<file path="src/feedback_queue_task_scheduler_unit_assert.svh">
// Assertion macros for the feedback queue task scheduler.
// Both macros take a label, a condition and a consequence; they use clk_i and rst_ni.
`ifndef FEEDBACK_QUEUE_TASK_SCHEDULER_UNIT_ASSERT_SVH
`define FEEDBACK_QUEUE_TASK_SCHEDULER_UNIT_ASSERT_SVH

// consequence holds in the same cycle
`define FQTS_AST_IMP(lbl, cond, cons) \
  lbl: assert property (@(posedge clk_i) disable iff (!rst_ni) (cond) |-> (cons)) \
    else $error("fqts: same-cycle check failed");

// consequence holds in the next cycle
`define FQTS_AST_NXT(lbl, cond, cons) \
  lbl: assert property (@(posedge clk_i) disable iff (!rst_ni) (cond) |=> (cons)) \
    else $error("fqts: next-cycle check failed");

`endif

</file>
<file path="src/fqts_pkg.sv">
// ----------------------------------------------------------------------------
// fqts_pkg
// Shared types and codes of the feedback queue task scheduler.
// ----------------------------------------------------------------------------
`default_nettype none

package fqts_pkg;

  typedef enum logic [2:0] {
    EV_FINISHED  = 3'd0,
    EV_SUSPENDED = 3'd1,
    EV_RUNNING   = 3'd2,
    EV_STARTED   = 3'd3,
    EV_KILLED    = 3'd4
  } ev_e;

  typedef enum logic [3:0] {
    ST_IDLE,
    ST_RUN,
    ST_SC_QRD,
    ST_SC_TRD,
    ST_SC_CHK,
    ST_START,
    ST_ST_RD,
    ST_ST_EV,
    ST_KL_RD,
    ST_KL_TRD,
    ST_KL_EV,
    ST_FLUSH
  } state_e;

  localparam int unsigned ACT_ARRIVE = 0;
  localparam int unsigned TIMEOUT_RST = 20;
  localparam int unsigned IN_DATA_W  = 16;
  localparam int unsigned OUT_DATA_W = 40;

  typedef struct packed {
    logic [15:0] tick;
    logic [7:0]  rem;
    logic [1:0]  level;
    logic [3:0]  id;
    ev_e         ev;
  } evt_t;

endpackage

`default_nettype wire

</file>
<file path="src/feedback_queue_task_scheduler_unit.sv">
// ----------------------------------------------------------------------------
// feedback_queue_task_scheduler_unit
// Four-level feedback queue scheduler with a waiting timeout.
// ----------------------------------------------------------------------------
// Input items on s_axis: tuser = action (0 arrival, 1 tick); tdata holds the
// arrival's priority and burst. Arrivals give no result.
// A tick gives zero or more result items on m_axis (event, id, level,
// remaining work, tick time), tlast on the last one of the tick.
// A tick is worked through in a sequencer around the task memory and the
// queue-slot memory (both with registered reads): it updates the running
// task, scans every queue for timed-out tasks, starts a task if none runs,
// reports each killed task, ends the kill list and flushes the last event.
// A new item is taken only when the previous tick has been worked off.
// Events pass a one-entry holding register (so tlast can be placed) and an
// output register; a stalled receiver stops the sequencer at the next event.
// Reset empties all queues, clears the tick counter and the id counter and
// sets the timeout to 20; the memories need no clearing.
// cfg_we_i writes the timeout register; the user must write it only while
// the block is idle; the block itself does not enforce this.
`default_nettype none

module feedback_queue_task_scheduler_unit #(
  parameter int unsigned MAX_TASKS  = 16,
  parameter int unsigned LEVELS     = 4,
  parameter int unsigned TIME_WIDTH = 16
) (
  input  wire logic                           clk_i,
  input  wire logic                           rst_ni,
  input  wire logic                           cfg_we_i,
  input  wire logic [7:0]                     cfg_wdata_i,
  input  wire logic                           s_axis_tvalid,
  output logic                                s_axis_tready,
  // [1:0] arrive_priority, [9:2] arrive_burst
  input  wire logic [fqts_pkg::IN_DATA_W-1:0] s_axis_tdata,
  // [0] action
  input  wire logic                           s_axis_tuser,
  output logic                                m_axis_tvalid,
  input  wire logic                           m_axis_tready,
  // [2:0] event_res, [6:3] task_id, [8:7] level, [16:9] remaining,
  // [32:17] tick_time
  output logic [fqts_pkg::OUT_DATA_W-1:0]     m_axis_tdata,
  output logic                                m_axis_tlast
);
  import fqts_pkg::*;

  localparam int unsigned ID_W  = $clog2(MAX_TASKS);
  localparam int unsigned CNT_W = $clog2(MAX_TASKS + 1);
  localparam int unsigned SW    = CNT_W + 1;
  localparam int unsigned LVL_W = (LEVELS > 1) ? $clog2(LEVELS) : 1;
  localparam int unsigned QA_W  = $clog2(LEVELS * MAX_TASKS);
  localparam int unsigned TW    = TIME_WIDTH;

  function automatic logic [QA_W-1:0] qaddr(input logic [LVL_W-1:0] l,
                                            input logic [ID_W-1:0] p);
    return QA_W'(32'(l) * MAX_TASKS + 32'(p));
  endfunction

  // circular slot position: (h + o) mod MAX_TASKS, both below MAX_TASKS
  function automatic logic [ID_W-1:0] wrap(input logic [ID_W-1:0] h,
                                           input logic [CNT_W-1:0] o);
    logic [SW-1:0] s;
    s = SW'(h) + SW'(o);
    if (s >= SW'(MAX_TASKS)) s = s - SW'(MAX_TASKS);
    return ID_W'(s);
  endfunction

  // memories
  logic [LVL_W-1:0] tl_mem [MAX_TASKS];
  logic [7:0]       tr_mem [MAX_TASKS];
  logic [TW-1:0]    ts_mem [MAX_TASKS];
  logic [ID_W-1:0]  q_mem  [LEVELS*MAX_TASKS];
  logic [ID_W-1:0]  k_mem  [MAX_TASKS];

  logic             t_we, t_re;
  logic [ID_W-1:0]  t_waddr, t_raddr;
  logic [LVL_W-1:0] t_wlvl, t_rd_lvl;
  logic [7:0]       t_wrem, t_rd_rem;
  logic [TW-1:0]    t_wsince, t_rd_since;
  logic             q_we, q_re;
  logic [QA_W-1:0]  q_waddr, q_raddr;
  logic [ID_W-1:0]  q_wdata, q_rd;
  logic             k_we, k_re;
  logic [ID_W-1:0]  k_waddr, k_raddr, k_wdata, k_rd;

  // registers
  state_e           state_q, state_d;
  logic [7:0]       timeout_q;
  logic [TW-1:0]    now_q, now_d;
  logic [CNT_W-1:0] next_id_q, next_id_d;
  logic [ID_W-1:0]  run_id_q, run_id_d;
  logic             run_v_q, run_v_d;
  logic [CNT_W-1:0] len_q [LEVELS];
  logic [CNT_W-1:0] len_d [LEVELS];
  logic [ID_W-1:0]  head_q [LEVELS];
  logic [ID_W-1:0]  head_d [LEVELS];
  logic [LVL_W-1:0] lvl_q, lvl_d;
  logic [CNT_W-1:0] j_q, j_d, keep_q, keep_d, nk_q, nk_d, kidx_q, kidx_d;
  logic [ID_W-1:0]  cur_id_q, cur_id_d;
  evt_t             pend_q, pend_d, m_data_q, m_data_d;
  logic             pend_v_q, pend_v_d, m_valid_q, m_valid_d, m_last_q, m_last_d;

  // datapath terms
  logic             emit_ok, can_push, push_ev, flush_ev;
  evt_t             ev_new;
  logic [1:0]       in_pr;
  logic [LVL_W-1:0] arr_lvl, lvl_dem, start_lvl;
  logic             start_found, timed;
  logic [7:0]       rem_dec;

  assign in_pr    = s_axis_tdata[1:0];
  assign arr_lvl  = (32'(in_pr) >= LEVELS) ? LVL_W'(LEVELS - 1) : LVL_W'(in_pr);
  assign rem_dec  = t_rd_rem - 8'd1;
  assign lvl_dem  = (t_rd_lvl < LVL_W'(LEVELS - 1)) ? t_rd_lvl + LVL_W'(1) : t_rd_lvl;
  assign timed    = (now_q - t_rd_since) >= TW'(timeout_q);
  assign emit_ok  = !m_valid_q || m_axis_tready;
  assign can_push = !pend_v_q || emit_ok;

  always_comb begin
    start_found = 1'b0;
    start_lvl   = '0;
    for (int i = LEVELS - 1; i >= 0; i--) begin
      if (len_q[i] != '0) begin
        start_found = 1'b1;
        start_lvl   = LVL_W'(i);
      end
    end
  end

  // next state
  always_comb begin
    state_d = state_q;
    case (state_q)
      ST_IDLE: begin
        if (s_axis_tvalid && (32'(s_axis_tuser) != ACT_ARRIVE)) begin
          state_d = run_v_q ? ST_RUN : ST_SC_QRD;
        end
      end
      ST_RUN:    if (can_push) state_d = ST_SC_QRD;
      ST_SC_QRD: begin
        if (j_q < len_q[lvl_q]) begin
          state_d = ST_SC_TRD;
        end else if (32'(lvl_q) == LEVELS - 1) begin
          state_d = ST_START;
        end
      end
      ST_SC_TRD: state_d = ST_SC_CHK;
      ST_SC_CHK: state_d = ST_SC_QRD;
      ST_START:  state_d = (!run_v_q && start_found) ? ST_ST_RD : ST_KL_RD;
      ST_ST_RD:  state_d = ST_ST_EV;
      ST_ST_EV:  if (can_push) state_d = ST_KL_RD;
      ST_KL_RD:  state_d = (kidx_q < nk_q) ? ST_KL_TRD : ST_FLUSH;
      ST_KL_TRD: state_d = ST_KL_EV;
      ST_KL_EV:  if (can_push) state_d = ST_KL_RD;
      ST_FLUSH:  if (!pend_v_q || emit_ok) state_d = ST_IDLE;
      default:   state_d = ST_IDLE;
    endcase
  end

  // control and datapath
  always_comb begin
    t_we = 1'b0; t_re = 1'b0; t_waddr = run_id_q; t_raddr = run_id_q;
    t_wlvl = t_rd_lvl; t_wrem = t_rd_rem; t_wsince = t_rd_since;
    q_we = 1'b0; q_re = 1'b0; q_waddr = '0; q_raddr = '0; q_wdata = cur_id_q;
    k_we = 1'b0; k_re = 1'b0; k_waddr = ID_W'(nk_q); k_raddr = ID_W'(kidx_q);
    k_wdata = cur_id_q;
    now_d = now_q; next_id_d = next_id_q; run_id_d = run_id_q; run_v_d = run_v_q;
    len_d = len_q; head_d = head_q;
    lvl_d = lvl_q; j_d = j_q; keep_d = keep_q; nk_d = nk_q; kidx_d = kidx_q;
    cur_id_d = cur_id_q;
    push_ev = 1'b0; flush_ev = 1'b0;
    ev_new = '{tick: 16'(now_q), rem: t_rd_rem, level: 2'(t_rd_lvl),
               id: 4'(cur_id_q), ev: EV_RUNNING};

    case (state_q)
      ST_IDLE: begin
        if (s_axis_tvalid) begin
          if (32'(s_axis_tuser) == ACT_ARRIVE) begin
            if (next_id_q < CNT_W'(MAX_TASKS)) begin
              t_we     = 1'b1;
              t_waddr  = ID_W'(next_id_q);
              t_wlvl   = arr_lvl;
              t_wrem   = s_axis_tdata[9:2];
              t_wsince = now_q;
              if (len_q[arr_lvl] < CNT_W'(MAX_TASKS)) begin
                q_we    = 1'b1;
                q_waddr = qaddr(arr_lvl, wrap(head_q[arr_lvl], len_q[arr_lvl]));
                q_wdata = ID_W'(next_id_q);
                len_d[arr_lvl] = len_q[arr_lvl] + CNT_W'(1);
              end
              next_id_d = next_id_q + CNT_W'(1);
            end
          end else begin
            t_re   = run_v_q;
            lvl_d  = '0;
            j_d    = '0;
            keep_d = '0;
            nk_d   = '0;
          end
        end
      end

      ST_RUN: begin
        if (can_push) begin
          t_we   = 1'b1;
          t_wrem = rem_dec;
          ev_new.id  = 4'(run_id_q);
          ev_new.rem = rem_dec;
          if (rem_dec == 8'd0) begin
            ev_new.ev = EV_FINISHED;
            push_ev   = 1'b1;
            run_v_d   = 1'b0;
          end else if (t_rd_lvl != '0) begin
            // demote, restamp and requeue
            t_wlvl       = lvl_dem;
            t_wsince     = now_q;
            ev_new.level = 2'(lvl_dem);
            ev_new.ev    = EV_SUSPENDED;
            push_ev      = 1'b1;
            run_v_d      = 1'b0;
            if (len_q[lvl_dem] < CNT_W'(MAX_TASKS)) begin
              q_we    = 1'b1;
              q_waddr = qaddr(lvl_dem, wrap(head_q[lvl_dem], len_q[lvl_dem]));
              q_wdata = run_id_q;
              len_d[lvl_dem] = len_q[lvl_dem] + CNT_W'(1);
            end
          end else if (timed) begin
            // back to queue 0; the scan reports it as killed
            run_v_d = 1'b0;
            if (len_q[0] < CNT_W'(MAX_TASKS)) begin
              q_we    = 1'b1;
              q_waddr = qaddr('0, wrap(head_q[0], len_q[0]));
              q_wdata = run_id_q;
              len_d[0] = len_q[0] + CNT_W'(1);
            end
          end else begin
            ev_new.ev = EV_RUNNING;
            push_ev   = 1'b1;
          end
        end
      end

      ST_SC_QRD: begin
        if (j_q < len_q[lvl_q]) begin
          q_re    = 1'b1;
          q_raddr = qaddr(lvl_q, wrap(head_q[lvl_q], j_q));
        end else begin
          len_d[lvl_q] = keep_q;
          if (32'(lvl_q) != LEVELS - 1) begin
            lvl_d  = lvl_q + LVL_W'(1);
            j_d    = '0;
            keep_d = '0;
          end
        end
      end

      ST_SC_TRD: begin
        t_re     = 1'b1;
        t_raddr  = q_rd;
        cur_id_d = q_rd;
      end

      ST_SC_CHK: begin
        // survivors are packed down behind the read position
        if (timed) begin
          k_we = 1'b1;
          nk_d = nk_q + CNT_W'(1);
        end else begin
          q_we    = 1'b1;
          q_waddr = qaddr(lvl_q, wrap(head_q[lvl_q], keep_q));
          keep_d  = keep_q + CNT_W'(1);
        end
        j_d = j_q + CNT_W'(1);
      end

      ST_START: begin
        kidx_d = '0;
        if (!run_v_q && start_found) begin
          q_re    = 1'b1;
          q_raddr = qaddr(start_lvl, head_q[start_lvl]);
          head_d[start_lvl] = wrap(head_q[start_lvl], CNT_W'(1));
          len_d[start_lvl]  = len_q[start_lvl] - CNT_W'(1);
        end
      end

      ST_ST_RD: begin
        run_id_d = q_rd;
        run_v_d  = 1'b1;
        t_re     = 1'b1;
        t_raddr  = q_rd;
        cur_id_d = q_rd;
      end

      ST_ST_EV: begin
        if (can_push) begin
          t_we      = 1'b1;
          t_waddr   = cur_id_q;
          t_wsince  = now_q;
          ev_new.ev = EV_STARTED;
          push_ev   = 1'b1;
        end
      end

      ST_KL_RD: begin
        k_re = kidx_q < nk_q;
      end

      ST_KL_TRD: begin
        t_re     = 1'b1;
        t_raddr  = k_rd;
        cur_id_d = k_rd;
      end

      ST_KL_EV: begin
        if (can_push) begin
          ev_new.ev = EV_KILLED;
          push_ev   = 1'b1;
          kidx_d    = kidx_q + CNT_W'(1);
        end
      end

      ST_FLUSH: begin
        if (!pend_v_q || emit_ok) begin
          flush_ev = pend_v_q;
          now_d    = now_q + TW'(1);
        end
      end

      default: ;
    endcase
  end

  // holding register and output register
  always_comb begin
    pend_d    = pend_q;
    pend_v_d  = pend_v_q;
    m_data_d  = m_data_q;
    m_last_d  = m_last_q;
    m_valid_d = m_valid_q && !m_axis_tready;
    if (push_ev) begin
      if (pend_v_q) begin
        m_valid_d = 1'b1;
        m_data_d  = pend_q;
        m_last_d  = 1'b0;
      end
      pend_d   = ev_new;
      pend_v_d = 1'b1;
    end else if (flush_ev) begin
      m_valid_d = 1'b1;
      m_data_d  = pend_q;
      m_last_d  = 1'b1;
      pend_v_d  = 1'b0;
    end
  end

  always_ff @(posedge clk_i) begin
    if (t_we) begin
      tl_mem[t_waddr] <= t_wlvl;
      tr_mem[t_waddr] <= t_wrem;
      ts_mem[t_waddr] <= t_wsince;
    end
    if (t_re) begin
      t_rd_lvl   <= tl_mem[t_raddr];
      t_rd_rem   <= tr_mem[t_raddr];
      t_rd_since <= ts_mem[t_raddr];
    end
    if (q_we) q_mem[q_waddr] <= q_wdata;
    if (q_re) q_rd <= q_mem[q_raddr];
    if (k_we) k_mem[k_waddr] <= k_wdata;
    if (k_re) k_rd <= k_mem[k_raddr];
  end

  always_ff @(posedge clk_i or negedge rst_ni) begin
    if (!rst_ni) begin
      state_q   <= ST_IDLE;
      timeout_q <= 8'(TIMEOUT_RST);
      now_q     <= '0;
      next_id_q <= '0;
      run_id_q  <= '0;
      run_v_q   <= 1'b0;
      for (int i = 0; i < LEVELS; i++) begin
        len_q[i]  <= '0;
        head_q[i] <= '0;
      end
      lvl_q     <= '0;
      j_q       <= '0;
      keep_q    <= '0;
      nk_q      <= '0;
      kidx_q    <= '0;
      pend_v_q  <= 1'b0;
      m_valid_q <= 1'b0;
    end else begin
      state_q   <= state_d;
      if (cfg_we_i) timeout_q <= cfg_wdata_i;
      now_q     <= now_d;
      next_id_q <= next_id_d;
      run_id_q  <= run_id_d;
      run_v_q   <= run_v_d;
      len_q     <= len_d;
      head_q    <= head_d;
      lvl_q     <= lvl_d;
      j_q       <= j_d;
      keep_q    <= keep_d;
      nk_q      <= nk_d;
      kidx_q    <= kidx_d;
      pend_v_q  <= pend_v_d;
      m_valid_q <= m_valid_d;
    end
  end

  always_ff @(posedge clk_i) begin
    cur_id_q <= cur_id_d;
    pend_q   <= pend_d;
    m_data_q <= m_data_d;
    m_last_q <= m_last_d;
  end

  assign s_axis_tready = (state_q == ST_IDLE);
  assign m_axis_tvalid = m_valid_q;
  assign m_axis_tlast  = m_last_q;
  assign m_axis_tdata  = OUT_DATA_W'({m_data_q.tick, m_data_q.rem, m_data_q.level,
                                      m_data_q.id, m_data_q.ev});

  `include "feedback_queue_task_scheduler_unit_assert.svh"

  `FQTS_AST_IMP(a_idle_no_pend, state_q == ST_IDLE, !pend_v_q)
  `FQTS_AST_IMP(a_kill_bound, 1'b1, nk_q <= CNT_W'(MAX_TASKS))
  `FQTS_AST_IMP(a_id_bound, 1'b1, next_id_q <= CNT_W'(MAX_TASKS))
  `FQTS_AST_NXT(a_tick_step, state_q == ST_FLUSH && state_d == ST_IDLE,
                now_q == $past(now_q) + TW'(1))

endmodule

`default_nettype wire

</file>
<file path="config.mk">
export PLATFORM = sky130hd
export DESIGN_NAME = feedback_queue_task_scheduler_unit
export DESIGN_NICKNAME = d
export VERILOG_FILES = /design/src/fqts_pkg.sv /design/src/feedback_queue_task_scheduler_unit.sv
export VERILOG_INCLUDE_DIRS = /design/src /design/src/src
export SDC_FILE = /design/constraint.sdc
export NUM_CORES = 1
export LEC_CHECK = 0
export BUFFER_PORTS_ARGS = -buffer_cell sky130_fd_sc_hd__buf_2
export CORE_UTILIZATION = 39
export DETAILED_ROUTE_END_ITERATION = 6
export GPL_TIMING_DRIVEN = 0
export HOLD_SLACK_MARGIN = 0.1
export PLACE_DENSITY = 0.63
export SLEW_MARGIN = 20
export SYNTH_ARGS = -nofsm -noshare
export SYNTH_HDL_FRONTEND = slang
export SYNTH_SLANG_ARGS = --single-unit
</file>
<file path="constraint.sdc">
create_clock -name clk_i -period 7.95 [get_ports clk_i]
set_input_delay 1.1925 -clock clk_i [delete_from_list [all_inputs] [get_ports clk_i]]
set_output_delay 1.1925 -clock clk_i [all_outputs]
set_load 0.05 [all_outputs]
</file>
---- Word-level counts from Yosys, hierarchy flattened ----
Memories as Yosys holds them, arrays and structs flattened. A register that Yosys moved wholly into a read port is not among the register bits.
Cells that the tools add are included.
storage, ports and cells
  register bits after elaboration ......... 169
  bits in latches ......................... 0
  memory bits (writable) .................. 736
  bits in read-only memories .............. 0
  output and inout port bits .............. 43
  logic and storage cells ................. 402
  memories kept ........................... 5
operators by class
  add/subtract/negate cells ............... 31
  multiply operators ...................... 0
  div/mod/pow operators ................... 0
  order comparisons ....................... 22
  eq/ne operators ......................... 37
  shifts and indexed selects .............. 0
  mux-type cells .......................... 224
  bitwise operators ....................... 5
  reduce and logical (&&, ||, !) cells .... 45
memories
  name    words  bits a word  read ports  clocked after memory_dff  wr ports  RTL line                                  RTL
  q_mem   64     4            1           1                         1         feedback_queue_task_scheduler_unit.sv:71  logic [ID_W-1:0] q_mem [LEVELS*MAX_TASKS];
  ts_mem  16     16           1           1                         1         feedback_queue_task_scheduler_unit.sv:70  logic [TW-1:0] ts_mem [MAX_TASKS];
  tr_mem  16     8            1           1                         1         feedback_queue_task_scheduler_unit.sv:69  logic [7:0] tr_mem [MAX_TASKS];
  k_mem   16     4            1           1                         1         feedback_queue_task_scheduler_unit.sv:72  logic [ID_W-1:0] k_mem [MAX_TASKS];
  tl_mem  16     2            1           1                         1         feedback_queue_task_scheduler_unit.sv:68  logic [LVL_W-1:0] tl_mem [MAX_TASKS];
operators by type and width
  cell                 count
  $mux 4               54
  $mux 20              9
  $mux 16              7
  $mux 5               22
  $mux 33              3
  $bwmux 20            4
  $pmux 20 s4          1
  $mux 6               11
  $mux 1               50
  $pmux 16 s3          1
  $pmux 4 s11          1
  $add 5x1->5 const B  8
  $bmux 5 s2           4
  $demux 5 s2          4
  $mux 2               19
  $bmux 4 s2           4
  $mux 8               4
  $pmux 4 s2           4
  $add 4x5->6          5
  $add 6x4->6          5
  $ge 6x5->1 const B   5
  $ne 2x2->1 const B   15
  $pmux 5 s3           2
  $sub 4x1->4 const B  6
  55 further kinds     116

---- Longest topological paths before layout ----
Gate-level depths: netlist (run 1).
  depth in word-level cells ............... 20
  mapped depth ............................ 20
  mapped depth without buffers ............ 18

---- Worst setup path after synthesis (run 1) ----
No wires, ideal clock.
  kind .................................... register -> register
  start ................................... reg now_q[0]
  end ..................................... mem q_mem[0][3] in the netlist's numbering, data pin
  setup time .............................. 0.720 ns
  arrival time ............................ 6.266 ns
  required time ........................... 7.230 ns
  slack ................................... 0.964 ns
  stages on the path, launching flop included .. 19
  cells stage by stage .................... dfrtp_1 > inv_1 > ha_1 > fa_1 > nor2b_1 > o31a_1 > or2_2 > a21oi_1 > xnor2_1 > ha_1 > a32oi_1 > nand4_1 > a311oi_1 > o21ai_0 > a211oi_2 > a31oi_1 > or2_2 > and4b_1 > o31ai_1
on the way
  cells in the longest elaborated chain, start to end .. 7
RTL lines
  what                    RTL line                                   RTL
  from (decl)             feedback_queue_task_scheduler_unit.sv:88   logic [TW-1:0] now_q, now_d;
  from (signal assigned)  feedback_queue_task_scheduler_unit.sv:394  now_q <= now_d;
  $sub 16x16->16          feedback_queue_task_scheduler_unit.sv:114  assign timed = (now_q - t_rd_since) >= TW'(timeout_q);
  $ge 16x8->1             feedback_queue_task_scheduler_unit.sv:114
  $mux 4                  feedback_queue_task_scheduler_unit.sv:226  end else if (timed) begin
  $mux 4                  feedback_queue_task_scheduler_unit.sv:212  end else if (t_rd_lvl != '0) begin
  $mux 4                  feedback_queue_task_scheduler_unit.sv:208  if (rem_dec == 8'd0) begin
  $mux 4                  feedback_queue_task_scheduler_unit.sv:203  if (can_push) begin
  $pmux 4 s2              feedback_queue_task_scheduler_unit.sv:174  case (state_q)
  net q_wdata[3]          feedback_queue_task_scheduler_unit.sv:81   logic [ID_W-1:0] q_wdata, q_rd;
  to (decl)               feedback_queue_task_scheduler_unit.sv:71
The timed path passes the listed nets, and every way through them passes these cells.

---- Worst setup path after layout (run 1) ----
  start ................................... reg now_q[0]
  end ..................................... mem q_mem[62][3] in the netlist's numbering, enable pin
on the way
  cells in the longest elaborated chain, start to end .. 9
  elaborated cells between the ends (all ways) .. 16
RTL lines
  what                          RTL line                                   RTL
  $sub 16x16->16 (*)            feedback_queue_task_scheduler_unit.sv:114
  $ge 16x8->1 (*)               feedback_queue_task_scheduler_unit.sv:114
  $mux 1                        feedback_queue_task_scheduler_unit.sv:226
  $mux 1                        feedback_queue_task_scheduler_unit.sv:212
  $mux 1                        feedback_queue_task_scheduler_unit.sv:208
  $mux 1                        feedback_queue_task_scheduler_unit.sv:203
  $pmux 1 s3                    feedback_queue_task_scheduler_unit.sv:174
  $mux 1                        feedback_queue_task_scheduler_unit.sv:366  if (q_we) q_mem[q_waddr] <= q_wdata;
  $mux 1 (not written as such)  feedback_queue_task_scheduler_unit.sv:366
Every way passes the cells marked *; elsewhere a longest branch is shown, timed or not.

==> results of run 1 <==
[area by class of cell]
type                            count  share of cell area
Sequential cell                   939               0.565
Multi-Input combinational cell   2127               0.288
Clock buffer                      111              0.0511
Tap cell                         1414              0.0361
Timing Repair Buffer               96              0.0220
Buffer                            214              0.0186
Clock inverter                     69              0.0143
Inverter                           71             0.00543
Antenna cell                        1           0.0000510
[registers in the layout (all words and copies together), names as in the netlist, 16 cells and up]
| name | count |
|---|---|
| k_mem | 64 |
| tr_mem | 128 |
| len_q | 20 |
| now_q | 16 |
| q_mem | 256 |
| ts_mem | 256 |
| m_axis_tdata | 33 |
| pend_q | 33 |
| tl_mem | 32 |
| t_rd_since | 16 |
| head_q | 16 |
[power breakdown]
part	internal, mW	total (mW)	leakage [nW]	switching [mW]
clock	2.53	4.54	1.57	2.01
sequential	6.99	7.36	8.92	0.367
combinational	2.85	10.0	6.27	7.15
[cells by family (layout without fill, tap and decap cells)]
group | after synthesis | count (layout) | share of synthesized area
compound gates | 768 | 768 | 0.125
xor+xnor | 71 | 71 | 0.0149
fa+ha+maj | 73 | 73 | 0.0224
buf+inv | 285 | 561 | 0.0276
flops | 939 | 939 | 0.649
mux | 133 | 133 | 0.0439
other cells | 1 | 8 | 0.0000878
simple gates | 1075 | 1075 | 0.117
[worst max-delay path by stage]
stage          cells after the start  slack [ns]      endpoint  startpoint
6_report                          20        1.08  q_mem[62][3]    now_q[0]
5_1_grt                           20        0.80  q_mem[62][3]    now_q[0]
4_1_cts                           20        1.13  q_mem[63][0]    now_q[0]
3_5_place_dp                      20        1.16  q_mem[63][3]    now_q[0]
3_3_place_gp                      18       -4.15  q_mem[13][3]    now_q[0]
2_1_floorplan                     18        0.96   q_mem[0][3]    now_q[0]
[layer usage]
metal / vias to the layer above / routed length [microns]
met1: 14966 / 55000
met2: 1729 / 57900
met4: 0 / 3450
met5: - / 0
li1: 13122 / -
met3: 253 / 13300
[cells in the mapped netlist (all sizes together), types with 59 or more instances]
library cell / instances
a211oi: 149
a21oi: 145
a311oi: 59
a31oi: 73
and2: 115
buf: 68
clkbuf: 146
dfrtp: 96
edfxtp: 841
ha: 67
inv: 71
nand2: 481
nand3: 81
nor2: 189
o21ai: 112
[critical path, stage by stage (launching register included)]
cell and delay (ns):
dfrtp_1 0.53, inv_1 0.13, ha_1 0.24, fa_1 0.41, nor2b_1 0.16, o31a_1 0.21, or2_2 0.15, a21oi_1 0.07
xnor2_1 0.23, ha_1 0.29, a32oi_1 0.21, nand4_1 0.12, a311oi_1 0.26, o21ai_0 0.16, a211oi_2 0.67, and3_1 0.25
buf_2 0.27, buf_1 0.73, mux2i_1 0.39, nand2_1 0.47, nor2_1 0.56
==> metrics.md, run 1 <==
| Metric | Value |
|---|---|
| Status | complete, no violations |
| Number of synthesized register bits | 939 |
| Worst R2R Setup Slack | ~1.1 ns |
| Pre-CTS setup slack | 1.16 ns |
| Syn. warnings | 0 |
| Hold Path Class | input pin to async pin |
| Unrepaired setup endpoints after global routing | false |
| CTS tree | yes |
| PwrDens | 446 mW/mm^2 |
| Worst Slack Setup Final | 1.08 ns |
| Pleak | 16.8 nW |
| GR peak layer | met2 |
| Total power | 21.9 mW |
| Clock Sinks | 939 |
| Met2 track demand over resource | 0.356 |
| Starting density of the core | 0.393 |
| Clk root buf | clkbuf_16 |
| Grt met1 use | 0.335 |
| Post-synth ARST share | 0.104 |
| Arrival @ worst endpoint | 7.20 ns |
| Initial DRC count | 3818 |
| Reg2reg end | q_mem[62][3] |
| Clk_lat worst skew | 0.70 ns |
| Post-route ant nets | 0 |
| Top-area cell type share of the netlist area | 0.591 |
| Die ar. | between 0.1 and 0.15 sq mm |
| Worst Setup Path Type | flip-flop to flip-flop |
| Most common library cell in the layout ignoring fill and taps | edfxtp_1 |
| Syn Std Cell Area | 0.0427 sq mm |
| Worst Path Max Fanout | 10 |
| Via count | 30.1k |
| Cell count after synthesis | 3345 |
| Worst setup EP type | flip-flop |
| Post-synth top flop | edfxtp_1 |
| Postcts setup bufs | 0 |
| Library cells used by synthesis | 91 |
| Fin crit period | 6.87 ns |
| Post-Syn Area per Cell | 12.8 sq um |
| Largest net degree at the start of global routing | 74 |
| Cell taking the most area after synthesis | edfxtp_1 |
| Area of the multi-input gates | 0.0141 sq mm |
| Area contributors post-synth | edfxtp_1, dfrtp_1, nand2_1 |
| Synth-to-layout area growth | 14.9% |
| R2r worst-path depth | 20 |
| Final core occ | 0.451 |
| Clock-pin slew on the worst setup and hold paths | 0.07 ns |
| Die height | 333 microns |
| TritonCTS buffer count | 96 |
| Max Cap Viol | 0 |
| Final instance area | around 0.049 sq mm |
| Fill count | 9665 |
| Post-DP Area | 0.0459 sq mm |
| Register area | 0.0277 sq mm |
| Post-cts gate resize count | 0 |
| WL final | around 130000 microns |
| Fin. max-slew vios | 0 |
| Global-route wire length before repair | 191000 microns |
| Worst VDD drop | approximately 270 uV |
| M3 GR Usage | 0.0430 |
| CORE AREA | 0.109 sq mm |
| Final Cycle Share | 0.865 |
| Antenna violations before repair | 1 |
| Setup Skew | 0.0626 ns |
| Hold Buf Count CTS | 0 |
| CP Launch Type | flip-flop |
| Setup TNS Final | 0 ns |
| Setup Viol. Count Final | 0 |
| Placed insts | approximately 4.9k |
| Worst-Margin Slew | ~1.1 ns |
| Std-Cell Rows | 121 |
| Slew headroom | 0.247 |
| Max Clock Freq | about 0.15 GHz |
| Vias per cell | between 5 and 6 |
| Die W | 333 microns |
| Max Root-Sink Buffers | 3 |
| DP HPWL | between 90000 and 100000 microns |
| Nets@finish | around 3.6k |
| Vias in the first global route | 28.7k |
| IO Pins | 73 |
| Global route overflow | 0 |
| Gr usage total | 0.231 |
| Share of layout cells above drive strength 1 | 0.125 |
| Port bufs | between 50 and 60 |
| Post-route insts no fill | 5042 |
| Post-DR wirelength/cell | 25.7 microns |
| R2r startpoint | now_q[0] |
| Register area share after synthesis | 0.649 |
| Final hold slack | 0.377 ns |
| Drt pass-1 iters | 7 |
| H-tree Lvls | 3 |
| EDFF count, synth | between 800 and 900 |
| Final Hold Vio Count | 0 |
| Gp weighted congestion | 0.966 |
| Worst EP required | roughly 8.3 ns |
| DRC violations left | 0 |
| Commonest non-fill, non-tap cells in the layout | edfxtp_1, nand2_1, nor2_1, clkbuf_1, a211oi_1 |
Note: power is estimated with default switching activity, not from simulation.
==> run 2, diff against run 1 <==
--- a/config.mk
+++ b/config.mk
@@ -8,11 +8,11 @@
 export LEC_CHECK = 0
 export BUFFER_PORTS_ARGS = -buffer_cell sky130_fd_sc_hd__buf_2
 export CORE_UTILIZATION = 39
+export CTS_BUF_LIST = sky130_fd_sc_hd__clkbuf_8
 export DETAILED_ROUTE_END_ITERATION = 6
 export GPL_TIMING_DRIVEN = 0
 export HOLD_SLACK_MARGIN = 0.1
 export PLACE_DENSITY = 0.63
-export SLEW_MARGIN = 20
 export SYNTH_ARGS = -nofsm -noshare
 export SYNTH_HDL_FRONTEND = slang
 export SYNTH_SLANG_ARGS = --single-unit
==> run 2 against run 1 <==
Net effect:
- critical path type unchanged
- sequential power hardly changed
- largest power group unchanged
- global-route usage rose by 0.12 points
- the run now ends with DRC, capacitance limit left
- via count grew 0.61%
- count of clock-buffer cells in the layout grew 43
- worst setup slack worse by 0.061 ns
- clock skew decreased by 0.027 ns
- total power fell by 3.0%
- non-clock buffer count is 1 lower
- combinational power about the same
- register-to-register slack lost 0.06 ns
==> metrics.md, run 2 (synthesized netlist as in run 1, its figures left out) <==
| Metric | Value |
|---|---|
| Hold Path Class | input pin to async pin |
| Crit-path leading delay family | simple AND/OR/NAND/NOR gates |
| Clock-pin slew on the worst setup and hold paths | approximately 0.060 ns |
| Clock Sinks | 939 |
| Max Root-Sink Buffers | 3 |
| DRC violations left | 5 |
| CP Launch Type | flip-flop |
| Unrepaired setup endpoints after global routing | false |
| Final Hold Vio Count | 0 |
| Post-cts gate resize count | 0 |
| R2r worst-path depth | 20 |
| Most common library cell in the layout ignoring fill and taps | edfxtp_1 |
| CP max stage delay | 0.73 ns |
| CORE AREA | 0.109 sq mm |
| Global-route wire length before repair | approximately 190000 microns |
| Top Registers | q_mem (256), ts_mem (256), tr_mem (128) |
| Setup Skew | around 0.035 ns |
| Clk_lat worst skew | roughly 0.83 ns |
| Max Clock Freq | 0.144 GHz |
| Die ar. | 0.111 sq mm |
| Worst setup EP type | flip-flop |
| Nets@finish | 3702 |
| Postcts setup bufs | 0 |
| Fin crit period | 6.94 ns |
| Slowest CP cell | buf_1 |
| Max Cap Viol | 1 |
| Antenna violations before repair | 2 |
| Gr usage total | 0.232 |
| WL final | between 100000 and 150000 microns |
| Vias in the first global route | 29.0k |
| Reg2reg end | q_mem[29][1] |
| H-tree Lvls | 4 |
| IO Pins | 73 |
| Initial DRC count | ~4.0k |
| Largest net degree at the start of global routing | 75 |
| Worst VDD drop | 199 uV |
| Final Cycle Share | 0.872 |
| Post-route ant nets | 0 |
| Slew headroom | 0.00154 |
| Worst Setup Path Type | flip-flop to flip-flop |
| Std-Cell Rows | 121 |
| Vias per cell | 5.89 |
| Final core occ | 0.446 |
| TritonCTS buffer count | approximately 150 |
| Synth-to-layout area growth | 13.4% |
| Share of layout cells above drive strength 1 | 0.127 |
| Gp weighted congestion | 0.966 |
| Status | finished with violations |
| CTS tree | yes |
| Critical path, cell by cell | inv_1 > ha_1 > fa_1 > nor2b_1 > o31a_1 > or2_2 > a21oi_1 > xnor2_1 > ha_1 > a32oi_1 > nand4_1 > a311oi_1 > o21ai_0 > a211oi_2 > and3_1 > buf_2 > buf_1 > mux2i_1 > nand2b_1 > nor2b_1 |
| Arrival @ worst endpoint | 7.38 ns |
| Fin. max-slew vios | 0 |
| Pleak | 16.8 nW |
| PwrDens | 438 mW/mm^2 |
| Die W | between 300 and 400 microns |
| Global route overflow | 0 |
| Hold Buf Count CTS | 0 |
| Commonest non-fill, non-tap cells in the layout | edfxtp_1, nand2_1, nor2_1, clkbuf_8, a211oi_1 |
| Via count | between 30k and 40k |
| Die height | 333 microns |
| Setup Viol. Count Final | 0 |
| Worst Path Max Fanout | 10 |
| Worst-Margin Slew | between 1 and 1.5 ns |
| Clk root buf | clkbuf_8 |
| Worst EP required | 8.39 ns |
| Drt pass-1 iters | 7 |
| WP buf/inv | 3 |
| Violated checks | DRC, capacitance limit |
| R2r startpoint | now_q[0] |
| Total power | 21.2 mW |
| Starting density of the core | 0.393 |
| Post-DR wirelength/cell | between 20 and 30 microns |
| Worst R2R Setup Slack | 1.01 ns |
| Port bufs | 57 |
| Fill count | 9840 |
| DP HPWL | between 90000 and 100000 microns |
| CP Depth | 20 |
## run 2: changes by cell type in the layout (fill, tap and decap cells not counted), sizes merged
| cell | before | now |
|---|---|---|
| inv | 75 | 136 |
| bufinv | 7 | 5 |
| buf | 164 | 163 |
| diode | 1 | 3 |
| clkinv | 50 | 45 |
| clkinvlp | 8 | 0 |
| clkbuf | 257 | 300 |
## run 2: worst max path at each step
stage | from | end | slack [ns]
4_1_cts | now_q[0] | q_mem[63][0] | 1.08
2_1_floorplan | now_q[0] | q_mem[0][3] | 0.96
6_report | now_q[0] | q_mem[29][1] | 1.01
3_3_place_gp | now_q[0] | q_mem[13][3] | -4.15
5_1_grt | now_q[0] | q_mem[63][0] | 0.75
3_5_place_dp | now_q[0] | q_mem[63][3] | 1.12
## run 2: report_power, final
| part | internal, mW | total (mW) | switching, mW |
|---|---|---|---|
| sequential | 6.99 | 7.35 | 0.364 |
| combinational | 2.82 | 9.93 | 7.10 |
| clock | 1.99 | 3.96 | 1.97 |
| total | 11.8 | 21.2 | 9.44 |
## run 2: cell type report
type	count	area [sq um]	share of cell area
Sequential cell	939	27700	0.572
Multi-Input combinational cell	2127	14000	0.290
Clock buffer	154	2120	0.0437
Tap cell	1414	1770	0.0365
Timing Repair Buffer	95	943	0.0195
Buffer	214	912	0.0188
Clock inverter	115	698	0.0144
Inverter	71	267	0.00550
Antenna cell	3	7.51	0.000155
## run 2: routing by layer
metal | GRT usage | vias to the layer above | part of all wire
met1 | 0.332 | 14962 | 0.43
met4 | 0.0841 | 0 | 0.033
met3 | 0.0461 | 259 | 0.10
met5 | 0 | - | 0
met2 | 0.349 | 1785 | 0.44
li1 | - | 13247 | -
## run 2: through the flow
| stage | setup WS (ns) | TNS, ns | instances | area (sq um) | hold WS (ns) |
|---|---|---|---|---|---|
| after global routing | 0.751 | 0 | 5131 | 48500 | 0.235 |
| after floorplan | 0.964 | 0 | 3351 | 42700 | 0.400 |
| final | 1.01 | 0 | 5132 | 48500 | 0.238 |
| after global placement | -4.15 | -565.15 | 4822 | 44800 | 0.401 |
| after detailed placement | 1.12 | 0 | 4860 | 45600 | 0.405 |
| after CTS | 1.08 | 0 | 5129 | 48400 | 0.189 |
## run 2: worst register-to-register path, stage by stage (launching register included)
cell and delay [ns]:
dfrtp_1 0.51, inv_1 0.13, ha_1 0.23, fa_1 0.41
nor2b_1 0.16, o31a_1 0.22, or2_2 0.15, a21oi_1 0.07
xnor2_1 0.23, ha_1 0.29, a32oi_1 0.19, nand4_1 0.12
a311oi_1 0.28, o21ai_0 0.18, a211oi_2 0.66, and3_1 0.25
buf_2 0.27, buf_1 0.73, mux2i_1 0.40, nand2b_1 0.48
nor2b_1 0.58
